$ cat src/design/hcsf_pkg.sv
// ----------------------------------------------------------------------------
// hcsf_pkg
// Shared types and constants for the Hall current sense filter.
// ----------------------------------------------------------------------------
package hcsf_pkg;

  // Default number of samples summed per block
  localparam int BLOCK_SAMPLES_DEFAULT = 32;

  // Field widths
  localparam int SAMPLE_W = 12;
  localparam int SUM_W    = 17;
  localparam int MA_W     = 19;
  localparam int GAIN_W   = 20;
  localparam int ALPHA_W  = 9;
  localparam int CFG_W    = 20;
  localparam int IDX_W    = 1;

  // Configuration register indexes
  localparam logic [IDX_W-1:0] REG_GAIN  = 1'd0;
  localparam logic [IDX_W-1:0] REG_ALPHA = 1'd1;

  // Reset values
  localparam logic [GAIN_W-1:0]  GAIN_RESET      = 20'd125030;
  localparam logic [ALPHA_W-1:0] ALPHA_RESET     = 9'd51;
  localparam logic [ALPHA_W-1:0] ALPHA_ONE       = 9'd256;
  localparam logic [SUM_W-1:0]   QUIESCENT_RESET = 17'd61946;
  localparam logic [SUM_W-1:0]   SUM_MAX         = 17'd131071;

  // Current limit, at the width of the shifted gain product
  localparam logic signed [21:0] MA_LIMIT = 22'sd250000;

  // Controller to datapath commands
  typedef struct packed {
    logic accept;    // take the input item and accumulate it
    logic mul_gain;  // product <= (sum - offset) * gain
    logic sat;       // raw current <= saturated (product >>> 16)
    logic mul_ema;   // product <= alpha * (raw - filtered)
    logic load;      // update state and load the output register
  } hcsf_cmd_t;

  // Datapath to controller status
  typedef struct packed {
    logic done;      // the offered sample closes its channel's block
    logic out_free;  // output register can take a result this cycle
  } hcsf_sts_t;

  // Clamp a current to +-250000 mA
  function automatic logic signed [MA_W-1:0] sat_ma(input logic signed [21:0] v);
    logic signed [21:0] c;
    c = v;
    if (v > MA_LIMIT) c = MA_LIMIT;
    if (v < -MA_LIMIT) c = -MA_LIMIT;
    return c[MA_W-1:0];
  endfunction

endpackage

$ cat src/design/hcsf_ctrl.sv
// ----------------------------------------------------------------------------
// hcsf_ctrl
// Sequencer: accepts samples and steps the end-of-block computation.
// ----------------------------------------------------------------------------
module hcsf_ctrl (
  input  logic                clk,
  input  logic                rst,
  input  logic                in_valid,
  output logic                in_stall,
  input  hcsf_pkg::hcsf_sts_t sts,
  output hcsf_pkg::hcsf_cmd_t cmd
);

  typedef enum logic [4:0] {
    S_IDLE     = 5'b00001,
    S_MUL_GAIN = 5'b00010,
    S_SAT      = 5'b00100,
    S_MUL_EMA  = 5'b01000,
    S_LOAD     = 5'b10000
  } state_t;

  state_t state, state_next;

  always_ff @(posedge clk) begin
    if (rst) begin
      state <= S_IDLE;
    end else begin
      state <= state_next;
    end
  end

  always_comb begin
    state_next   = state;
    cmd          = '0;
    unique case (state)
      S_IDLE: begin
        cmd.accept = in_valid;
        if (in_valid && sts.done) state_next = S_MUL_GAIN;
      end
      S_MUL_GAIN: begin
        cmd.mul_gain = 1'b1;
        state_next   = S_SAT;
      end
      S_SAT: begin
        cmd.sat    = 1'b1;
        state_next = S_MUL_EMA;
      end
      S_MUL_EMA: begin
        cmd.mul_ema = 1'b1;
        state_next  = S_LOAD;
      end
      S_LOAD: begin
        // hold until the output register frees up
        cmd.load = sts.out_free;
        if (sts.out_free) state_next = S_IDLE;
      end
      default: state_next = S_IDLE;
    endcase
  end

  assign in_stall = (state != S_IDLE);

  a_done_starts_mul: assert property (@(posedge clk) disable iff (rst)
    (cmd.accept && sts.done) |=> (state == S_MUL_GAIN))
    else $error("block end did not start the gain multiply");

  a_load_needs_room: assert property (@(posedge clk) disable iff (rst)
    cmd.load |-> sts.out_free)
    else $error("result loaded while output register full");

  a_no_accept_busy: assert property (@(posedge clk) disable iff (rst)
    (cmd.mul_gain || cmd.sat || cmd.mul_ema || cmd.load) |-> !cmd.accept)
    else $error("sample accepted during block computation");

endmodule

$ cat src/design/hcsf_dp.sv
// ----------------------------------------------------------------------------
// hcsf_dp
// Datapath: per-channel accumulators, shared multiplier, EMA filter,
// calibration offset and the output register.
// ----------------------------------------------------------------------------
module hcsf_dp #(
  parameter int BLOCK_SAMPLES = hcsf_pkg::BLOCK_SAMPLES_DEFAULT
) (
  input  logic                                clk,
  input  logic                                rst,
  input  logic                                cfg_write,
  input  logic [hcsf_pkg::IDX_W-1:0]          cfg_index,
  input  logic [hcsf_pkg::CFG_W-1:0]          cfg_data,
  input  logic                                mode,
  input  logic                                channel,
  input  logic [hcsf_pkg::SAMPLE_W-1:0]       sample,
  input  hcsf_pkg::hcsf_cmd_t                 cmd,
  output hcsf_pkg::hcsf_sts_t                 sts,
  output logic                                out_valid,
  input  logic                                out_stall,
  output logic                                out_channel,
  output logic [hcsf_pkg::SUM_W-1:0]          block_sum,
  output logic signed [hcsf_pkg::MA_W-1:0]    raw_current_ma,
  output logic signed [hcsf_pkg::MA_W-1:0]    filtered_current_ma,
  output logic                                calibrated,
  output logic [hcsf_pkg::SUM_W-1:0]          offset_sum
);

  localparam int CNT_W = (BLOCK_SAMPLES > 1) ? $clog2(BLOCK_SAMPLES) : 1;
  localparam logic [CNT_W-1:0] CNT_LAST = CNT_W'(BLOCK_SAMPLES - 1);

  localparam int SUM_W = hcsf_pkg::SUM_W;
  localparam int MA_W  = hcsf_pkg::MA_W;

  // Configuration
  logic [hcsf_pkg::GAIN_W-1:0]  gain_q16;
  logic [hcsf_pkg::ALPHA_W-1:0] ema_alpha_q8;

  // Channel state
  logic [SUM_W-1:0]       accum [2];
  logic [CNT_W-1:0]       sample_count [2];
  logic signed [MA_W-1:0] filtered_ma [2];
  logic [SUM_W-1:0]       quiescent_sum;
  logic [SUM_W-1:0]       solar_cal_sum;

  // Item under work
  logic                   item_mode;
  logic                   item_ch;
  logic [SUM_W-1:0]       sum_reg;
  logic signed [37:0]     prod;
  logic signed [MA_W-1:0] raw_ma;

  logic [SUM_W:0]         sum_wide;
  logic [SUM_W-1:0]       sum_sat;
  logic signed [SUM_W:0]  diff;
  logic signed [MA_W:0]   delta;
  logic [hcsf_pkg::ALPHA_W-1:0] alpha;
  logic signed [20:0]     op_a, op_b;
  logic signed [41:0]     prod_full;
  logic signed [MA_W:0]   f_step;
  logic signed [MA_W:0]   f_sum;
  logic signed [MA_W-1:0] f_next;
  logic [SUM_W:0]         cal_wide;
  logic [SUM_W-1:0]       q_next;
  logic                   do_cal;

  always_ff @(posedge clk) begin
    if (rst) begin
      gain_q16     <= hcsf_pkg::GAIN_RESET;
      ema_alpha_q8 <= hcsf_pkg::ALPHA_RESET;
    end else if (cfg_write) begin
      unique case (cfg_index)
        hcsf_pkg::REG_GAIN:  gain_q16     <= cfg_data;
        hcsf_pkg::REG_ALPHA: ema_alpha_q8 <= cfg_data[hcsf_pkg::ALPHA_W-1:0];
        default: ;
      endcase
    end
  end

  // Accumulate the offered sample with saturation
  assign sum_wide     = {1'b0, accum[channel]} + {{(SUM_W + 1 - hcsf_pkg::SAMPLE_W){1'b0}}, sample};
  assign sum_sat      = sum_wide[SUM_W] ? hcsf_pkg::SUM_MAX : sum_wide[SUM_W-1:0];
  assign sts.done     = (sample_count[channel] == CNT_LAST);
  assign sts.out_free = !out_valid || !out_stall;

  // Shared multiplier operands
  assign diff  = $signed({1'b0, sum_reg}) - $signed({1'b0, quiescent_sum});
  assign alpha = (ema_alpha_q8 > hcsf_pkg::ALPHA_ONE) ? hcsf_pkg::ALPHA_ONE : ema_alpha_q8;
  assign delta = MA_W'(0) + ($signed({raw_ma[MA_W-1], raw_ma})
                 - $signed({filtered_ma[item_ch][MA_W-1], filtered_ma[item_ch]}));

  always_comb begin
    if (cmd.mul_gain) begin
      op_a = 21'(diff);
      op_b = $signed({1'b0, gain_q16});
    end else begin
      op_a = 21'(delta);
      op_b = $signed({12'd0, alpha});
    end
  end

  assign prod_full = op_a * op_b;

  // EMA: f + floor(alpha * (raw - f) / 256); held in calibrate mode
  assign f_step = prod[27:8];
  assign f_sum  = $signed({filtered_ma[item_ch][MA_W-1], filtered_ma[item_ch]}) + f_step;
  assign f_next = item_mode ? filtered_ma[item_ch] : f_sum[MA_W-1:0];

  // Calibration offset
  assign do_cal   = item_mode && item_ch;
  assign cal_wide = {1'b0, solar_cal_sum} + {1'b0, sum_reg};
  assign q_next   = do_cal ? cal_wide[SUM_W:1] : quiescent_sum;

  always_ff @(posedge clk) begin
    if (rst) begin
      for (int i = 0; i < 2; i++) begin
        accum[i]        <= '0;
        sample_count[i] <= '0;
        filtered_ma[i]  <= '0;
      end
      quiescent_sum <= hcsf_pkg::QUIESCENT_RESET;
      solar_cal_sum <= '0;
      out_valid     <= 1'b0;
    end else begin
      if (cmd.accept) begin
        if (sts.done) begin
          accum[channel]        <= '0;
          sample_count[channel] <= '0;
        end else begin
          accum[channel]        <= sum_sat;
          sample_count[channel] <= sample_count[channel] + 1'b1;
        end
      end
      if (cmd.load) begin
        filtered_ma[item_ch] <= f_next;
        quiescent_sum        <= q_next;
        if (item_mode && !item_ch) solar_cal_sum <= sum_reg;
        out_valid <= 1'b1;
      end else if (!out_stall) begin
        out_valid <= 1'b0;
      end
    end
  end

  // Payload registers
  always_ff @(posedge clk) begin
    if (cmd.accept) begin
      item_mode <= mode;
      item_ch   <= channel;
      sum_reg   <= sum_sat;
    end
    if (cmd.mul_gain || cmd.mul_ema) prod <= prod_full[37:0];
    if (cmd.sat) raw_ma <= hcsf_pkg::sat_ma(prod[37:16]);
    if (cmd.load) begin
      out_channel         <= item_ch;
      block_sum           <= sum_reg;
      raw_current_ma      <= raw_ma;
      filtered_current_ma <= f_next;
      calibrated          <= do_cal;
      offset_sum          <= q_next;
    end
  end

  a_load_sets_valid: assert property (@(posedge clk) disable iff (rst)
    cmd.load |=> out_valid)
    else $error("loaded result not presented");

  a_offset_stable: assert property (@(posedge clk) disable iff (rst)
    !(cmd.load && do_cal) |=> $stable(quiescent_sum))
    else $error("offset changed outside a battery calibration block");

  a_filter_range: assert property (@(posedge clk) disable iff (rst)
    (filtered_ma[0] <= 19'sd250000) && (filtered_ma[0] >= -19'sd250000) &&
    (filtered_ma[1] <= 19'sd250000) && (filtered_ma[1] >= -19'sd250000))
    else $error("filtered current out of range");

endmodule

$ cat src/design/hall_current_sense_filter.sv
// ----------------------------------------------------------------------------
// hall_current_sense_filter
// Block-averaging Hall current sensor front end with offset calibration
// and a per-channel EMA filter.
// ----------------------------------------------------------------------------
// Samples tagged solar (channel 0) or battery (channel 1) are summed per
// channel over BLOCK_SAMPLES samples. A sample that does not close a block
// does not stall the input; the one that closes a block steps through
// accept, gain multiply, saturate, EMA multiply and load before the
// next sample is taken; gain and EMA share one multiplier. One result
// transaction comes per completed block: the block sum, the current
// ((sum - offset) * gain_q16) >>> 16 clamped to +-250000 mA, and the
// channel's filtered current after a Q8 EMA step. In calibrate mode the
// filter holds; a solar block records its sum and a battery block sets the
// offset to the floor average of that solar sum and its own. The output
// register lets a new sample in while a result waits; a closing sample
// holds in the load step until the previous result is taken. Write the
// configuration registers (0: gain_q16, 1: ema_alpha_q8) only while idle.
module hall_current_sense_filter #(
  parameter int BLOCK_SAMPLES = hcsf_pkg::BLOCK_SAMPLES_DEFAULT
) (
  input  logic                              clk,
  input  logic                              rst,
  // configuration
  input  logic                              cfg_write,
  input  logic [hcsf_pkg::IDX_W-1:0]        cfg_index,
  input  logic [hcsf_pkg::CFG_W-1:0]        cfg_data,
  // sample channel
  input  logic                              in_valid,
  output logic                              in_stall,
  input  logic                              mode,
  input  logic                              channel,
  input  logic [hcsf_pkg::SAMPLE_W-1:0]     sample,
  // result channel
  output logic                              out_valid,
  input  logic                              out_stall,
  output logic                              out_channel,
  output logic [hcsf_pkg::SUM_W-1:0]        block_sum,
  output logic signed [hcsf_pkg::MA_W-1:0]  raw_current_ma,
  output logic signed [hcsf_pkg::MA_W-1:0]  filtered_current_ma,
  output logic                              calibrated,
  output logic [hcsf_pkg::SUM_W-1:0]        offset_sum
);

  hcsf_pkg::hcsf_cmd_t cmd;
  hcsf_pkg::hcsf_sts_t sts;

  // Sequence the accept and end-of-block steps
  hcsf_ctrl u_ctrl (
    .clk      (clk),
    .rst      (rst),
    .in_valid (in_valid),
    .in_stall (in_stall),
    .sts      (sts),
    .cmd      (cmd)
  );

  // Hold channel state and compute the block results
  hcsf_dp #(
    .BLOCK_SAMPLES (BLOCK_SAMPLES)
  ) u_dp (
    .clk                 (clk),
    .rst                 (rst),
    .cfg_write           (cfg_write),
    .cfg_index           (cfg_index),
    .cfg_data            (cfg_data),
    .mode                (mode),
    .channel             (channel),
    .sample              (sample),
    .cmd                 (cmd),
    .sts                 (sts),
    .out_valid           (out_valid),
    .out_stall           (out_stall),
    .out_channel         (out_channel),
    .block_sum           (block_sum),
    .raw_current_ma      (raw_current_ma),
    .filtered_current_ma (filtered_current_ma),
    .calibrated          (calibrated),
    .offset_sum          (offset_sum)
  );

endmodule

$ cat config.mk
export PLATFORM = sky130hd
export DESIGN_NAME = hall_current_sense_filter
export DESIGN_NICKNAME = d
export VERILOG_FILES = /design/src/design/hcsf_pkg.sv /design/src/design/hcsf_ctrl.sv /design/src/design/hcsf_dp.sv /design/src/design/hall_current_sense_filter.sv
export SDC_FILE = /design/constraint.sdc
export NUM_CORES = 2
export LEC_CHECK = 0
export ABC_CLOCK_PERIOD_IN_PS = 30400
export BUFFER_PORTS_ARGS = -buffer_cell sky130_fd_sc_hd__buf_2
export CORE_AREA = 2 2 330 169
export CTS_CLUSTER_SIZE = 30
export DETAILED_ROUTE_END_ITERATION = 8
export DIE_AREA = 0 0 332 171
export PLACE_DENSITY = 0.72
export SYNTH_ARGS = -nofsm -noshare
export SYNTH_HDL_FRONTEND = slang
export SYNTH_SLANG_ARGS = --single-unit
$ cat constraint.sdc
create_clock -name clk -period 30.4 [get_ports clk]
set_input_delay 6.08 -clock clk [delete_from_list [all_inputs] [get_ports clk]]
set_output_delay 6.08 -clock clk [all_outputs]
set_load 0.05 [all_outputs]
; ---- Yosys cells after proc, flatten, opt, wreduce, memory -nomap -nowiden
; Memories as Yosys holds them, arrays and structs flattened. A register that Yosys moved wholly into a read port is not among the register bits.
; Index checks and enable logic that the tools add are counted.
[word_totals]
register_bits = 219
ram_bits = 82
inputBits = 40
out_inout_bits = 76
wordCells = 102
mem_count = 3
[mem_list]
columns = memory, depth, width, read_ports, rd_clocked_by_memory_dff, write_ports, line
row1 = u_dp.filtered_ma, 2, 19, 1, 1, 2, hcsf_dp.sv:42  ; logic signed [MA_W-1:0] filtered_ma [2];
row2 = u_dp.accum, 2, 17, 1, 0, 2, hcsf_dp.sv:40  ; logic [SUM_W-1:0] accum [2];
row3 = u_dp.sample_count, 2, 5, 1, 0, 2, hcsf_dp.sv:41  ; logic [CNT_W-1:0] sample_count [2];
[classes]
addsub = 6
n_mul = 1
magnitude_cmp = 3
eq_ne = 10
muxes = 42
bitwise_logic = 3
reduce_logical = 16
[op_table]
columns = operator, n
row1 = $mux 17, 4
row2 = $mux 19, 3
row3 = $mul 21x21->38, 1
row4 = $mux 1, 27
row5 = $pmux 5 s5, 1
row6 = $gt 22x19->1 const B, 1
row7 = $lt 22x19->1 const B, 1
row8 = $mux 21, 1
row9 = $mux 20, 1
row10 = $mux 5, 4
row11 = $sub 19x19->20, 1
row12 = $add 19x19->19, 1
row13 = $reduce_or 19->1, 1
row14 = $add 17x12->18, 1
row15 = $add 17x17->18, 1
row16 = $sub 17x17->18, 1
row17 = $reduce_or 17->1, 1
row18 = $eq 5x5->1 const B, 2
row19 = $gt 9x9->1 const B, 1
row20 = $mux 9, 1
row21 = $reduce_and 2->1, 4
row22 = $ne 2x1->1 const B, 3
row23 = $add 5x1->5 const B, 1
row24 = $eq 5x1->1 const B, 1
row25 = 11 further kinds, 17

; ---- Depth between registers and ports, before layout
; An unclocked memory read counts as a cell.
[logic_depth]
depth_word = 9
mapped_depth = 39
ltp_nobuf = 37

; ---- Cells and area by module
; From an unflattened synthesis, not the netlist that was laid out.
[hier_totals]
cells_unflattened = 3029
area_unflattened_um2 = 29356.9
[modules_own_cells]
columns = mod, n_inst, cells_each, area_per_inst_um2
row1 = hcsf_dp, 1, 2996, 29065.4
row2 = hcsf_ctrl, 1, 33, 291.5

; ---- Worst setup path after synthesis
; OpenSTA, ideal clock, no wires.
[synth_path]
kind = input to register
start = input port channel
end = memory u_dp.accum[0][10], data pin
arrival_time_ns = 9.509
t_required_ns = 30.135
path_slack_ns = 20.626
path_stages = 17
path_buffers = 4
path_cell_list = clkbuf_1 -> clkbuf_1 -> clkbuf_1 -> mux2i_1 -> inv_1 -> ha_1 -> a21o_1 -> a21oi_1 -> o21ai_0 -> a2111oi_0 -> nor3_1 -> o21a_1 -> nand2_1 -> nor3_1 -> buf_4 -> nor2_1 -> nor2_1
[synth_lines]
columns = element, line
row1 = start: declaration, hall_current_sense_filter.sv:32  ; input logic channel,
row2 = end: declaration, hcsf_dp.sv:40

==> results.cfg <==
[setup_path]
reg2reg_setup_slack_ns = 19.23
cp_slowest_stage_delay_ns = 1.02
critPathTopFamily = adder cells
r2r-end = u_dp.prod[34]
worstPathBufferInverterCount = 2
crit_slowest_cell = dfxtp_1
crit_type = reg -> reg
start_kind = flip-flop
reg2regPathDepth = 32
cp_common_cell = fa_1
critPathCaptureType = flip-flop
cp_data_required_time_ns = 30.73
worstSetupPathDepth = 32
worstPathMaxFanout = 19
arrival_ns = 11.50

[sta]
maxSlewViolCount = 0
post-route-period-util_pct = 36.8
whs_ns = 0.449
finalClockSkew_ns = 0.0243
min_period_ns = 11.17
setup_viol = 0
fin_tns_setup_ns = 0
setup_ws_ns = 19.23
fmax_ghz = 0.0895
finalHoldViolCount = 0
slew_headroom_pct = 1.37
worst_pin_slew_ns = 1.48
grt_setup_unrepaired = no

[synthesis]
synth_cell_type_count = 85
async_flop_share_pct = 0
syn_inst = 3046
synth_top_area_share_pct = 27.3
synth_warnings = 0
avgSynthCellArea_um2 = 9.62
synth_common_cells = inv_1, nand2_1, fa_1
synth_seq_cells = 294
synth_area_mm2 = 0.0293
synth_enable_flop_cells = 224
synthMostInstantiatedCell = inv_1
yosys.area.top_type = fa_1
synthFlopType = edfxtp_1
synth_fp_nets = 3672
synth.area.top_cells = fa_1, edfxtp_1, ha_1
synth-seq-area-share_pct = 27.7

[place]
placement.io_buffers = 115
post-dp-hpwl_um = 68500
place_ws_ns = 19.38
place_congestion = 1.00

[routing]
initialDrtViolationCount = 2353
drc = 0
vias = 22300
drtPass1Iterations = 6
vias_per_cell = 5.76
wirelength_um = 84500
ant_nets = 0
wl_per_cell_um = 21.8

[run]
cap_violations = 0

[die]
die_x_um = 332
top_level_ports = 116
initial_core_util_pct = 53.9
fp-row-count = 61
dieHeight_um = 171
die_area_mm2 = 0.0568
core-area_mm2 = 0.0543

[global_routing]
grt_start_max_net_pins = 87
grt_pass1_wl_um = 133000
overflow = 0
grt_pass1_vias = 22900
antenna_found_initial = 2
grt_use_total_pct = 30.7

[cts]
clock_latency_ns = 0.59
cts_setup_buffers = 0
cts_sinks = 294
cts-buffers-inserted = 30
cts_resized = 0
path_clk_slew_ns = 0.06
htree_levels = 1
cts_hold_buf = 0
cts_tree = built
cts_buffer_depth = 3
cts_root_buf = clkbuf_16

[outcome]
outcome = completed

[cells_and_area]
final_util_pct = 58.3
largest_reg_flops = 38
reg_top3 = u_dp.filtered_ma: 38 flops, u_dp.accum: 34 flops, u_dp.prod: 30 flops
largest-register = u_dp.filtered_ma
drive_gt1_share_pct = 8.94
area_growth_pct = 8.02
nFillCells = 4635
final_nets = 3747

[worst_hold_path]
hold_class = reg -> reg
min-delay-start = u_dp.raw_ma[0]
hold_depth = 0
min_to = u_dp.raw_current_ma[0]

[power]
power_density_mw_per_mm2 = 68.1
irDropWorstVdd_mv = 0.0676
power.static_leakage_uw = 0.0150
## layer usage
layer	up-vias	global-route usage (%)	wire [um]
met1	11000	46.6	38400
met2	1165	43.3	33500
met4	0	5.40	1530
li1	9969	-	-
met3	105	9.35	11100
met5	-	0	0
## where the power goes
group	total (uW)	internal (uW)	switching, uW
Sequential	509	498	11.4
Clock	371	207	164
Combinational	1280	507	770
Total	2160	1210	945
## through the flow
step,cells,area (um^2),power [uW]
2_1_floorplan,3046,29300,1430
3_5_place_dp,3813,30700,1770
6_report,3870,31700,2160
4_1_cts,3868,31700,2150
5_1_grt,3870,31700,2340
3_3_place_gp,3813,30700,1730
## worst max-delay path by stage
stage | start | slack, ns | end
floorplan | channel | 20.63 | u_dp.accum[0][10]
global placement | flip-flop | 19.61 | u_dp.prod[34]
detailed placement | flip-flop | 19.38 | u_dp.prod[34]
CTS | flip-flop | 19.35 | u_dp.prod[34]
global route | flip-flop | 18.56 | u_dp.prod[34]
finish | flip-flop | 19.23 | u_dp.prod[34]
## final cells by class
| type | instances | area, um^2 | share of cell area (%) |
|---|---|---|---|
| inverter | 530 | 1990 | 6.29 |
| multi-input combinational | 2113 | 18800 | 59.4 |
| sequential | 294 | 8130 | 25.7 |
| tap | 724 | 906 | 2.86 |
| antenna | 2 | 5.00 | 0.0158 |
| clock inverter | 18 | 148 | 0.466 |
| timing repair buffer | 152 | 853 | 2.69 |
| clock buffer | 37 | 818 | 2.58 |
## logic make-up after synthesis
family / count (synthesis) / share of synthesized area, %
and+or+nand+nor: 968 / 14.6
buffers and inverters: 639 / 8.24
adders and majority gates: 586 / 35.3
AOI/OAI and AO/OA: 408 / 9.25
DFF: 294 / 27.7
xor gates and xnor gates: 100 / 2.99
muxes: 51 / 1.90
## cells in the final DEF (no fill, tap or decap), types with 9 or more instances in the layout
master	n
inv_1	529
nand2_1	411
fa_1	400
nor2_1	272
edfxtp_1	224
ha_1	186
a21oi_1	119
buf_2	115
o21ai_0	75
dfxtp_1	70
xnor2_1	66
nand3_1	51
and3_1	37
buf_4	37
nor3_1	36
nor2b_1	36
a21o_1	35
xor2_1	34
nand2b_1	33
clkbuf_16	31
mux2_2	29
o21a_1	21
mux2i_1	20
a211oi_1	19
and2_1	16
o21ai_1	15
or3_1	15
o211ai_1	13
nand4_1	11
a31oi_1	11
nor2_2	10
a22oi_1	9
Power figures use the tool's default switching activity.
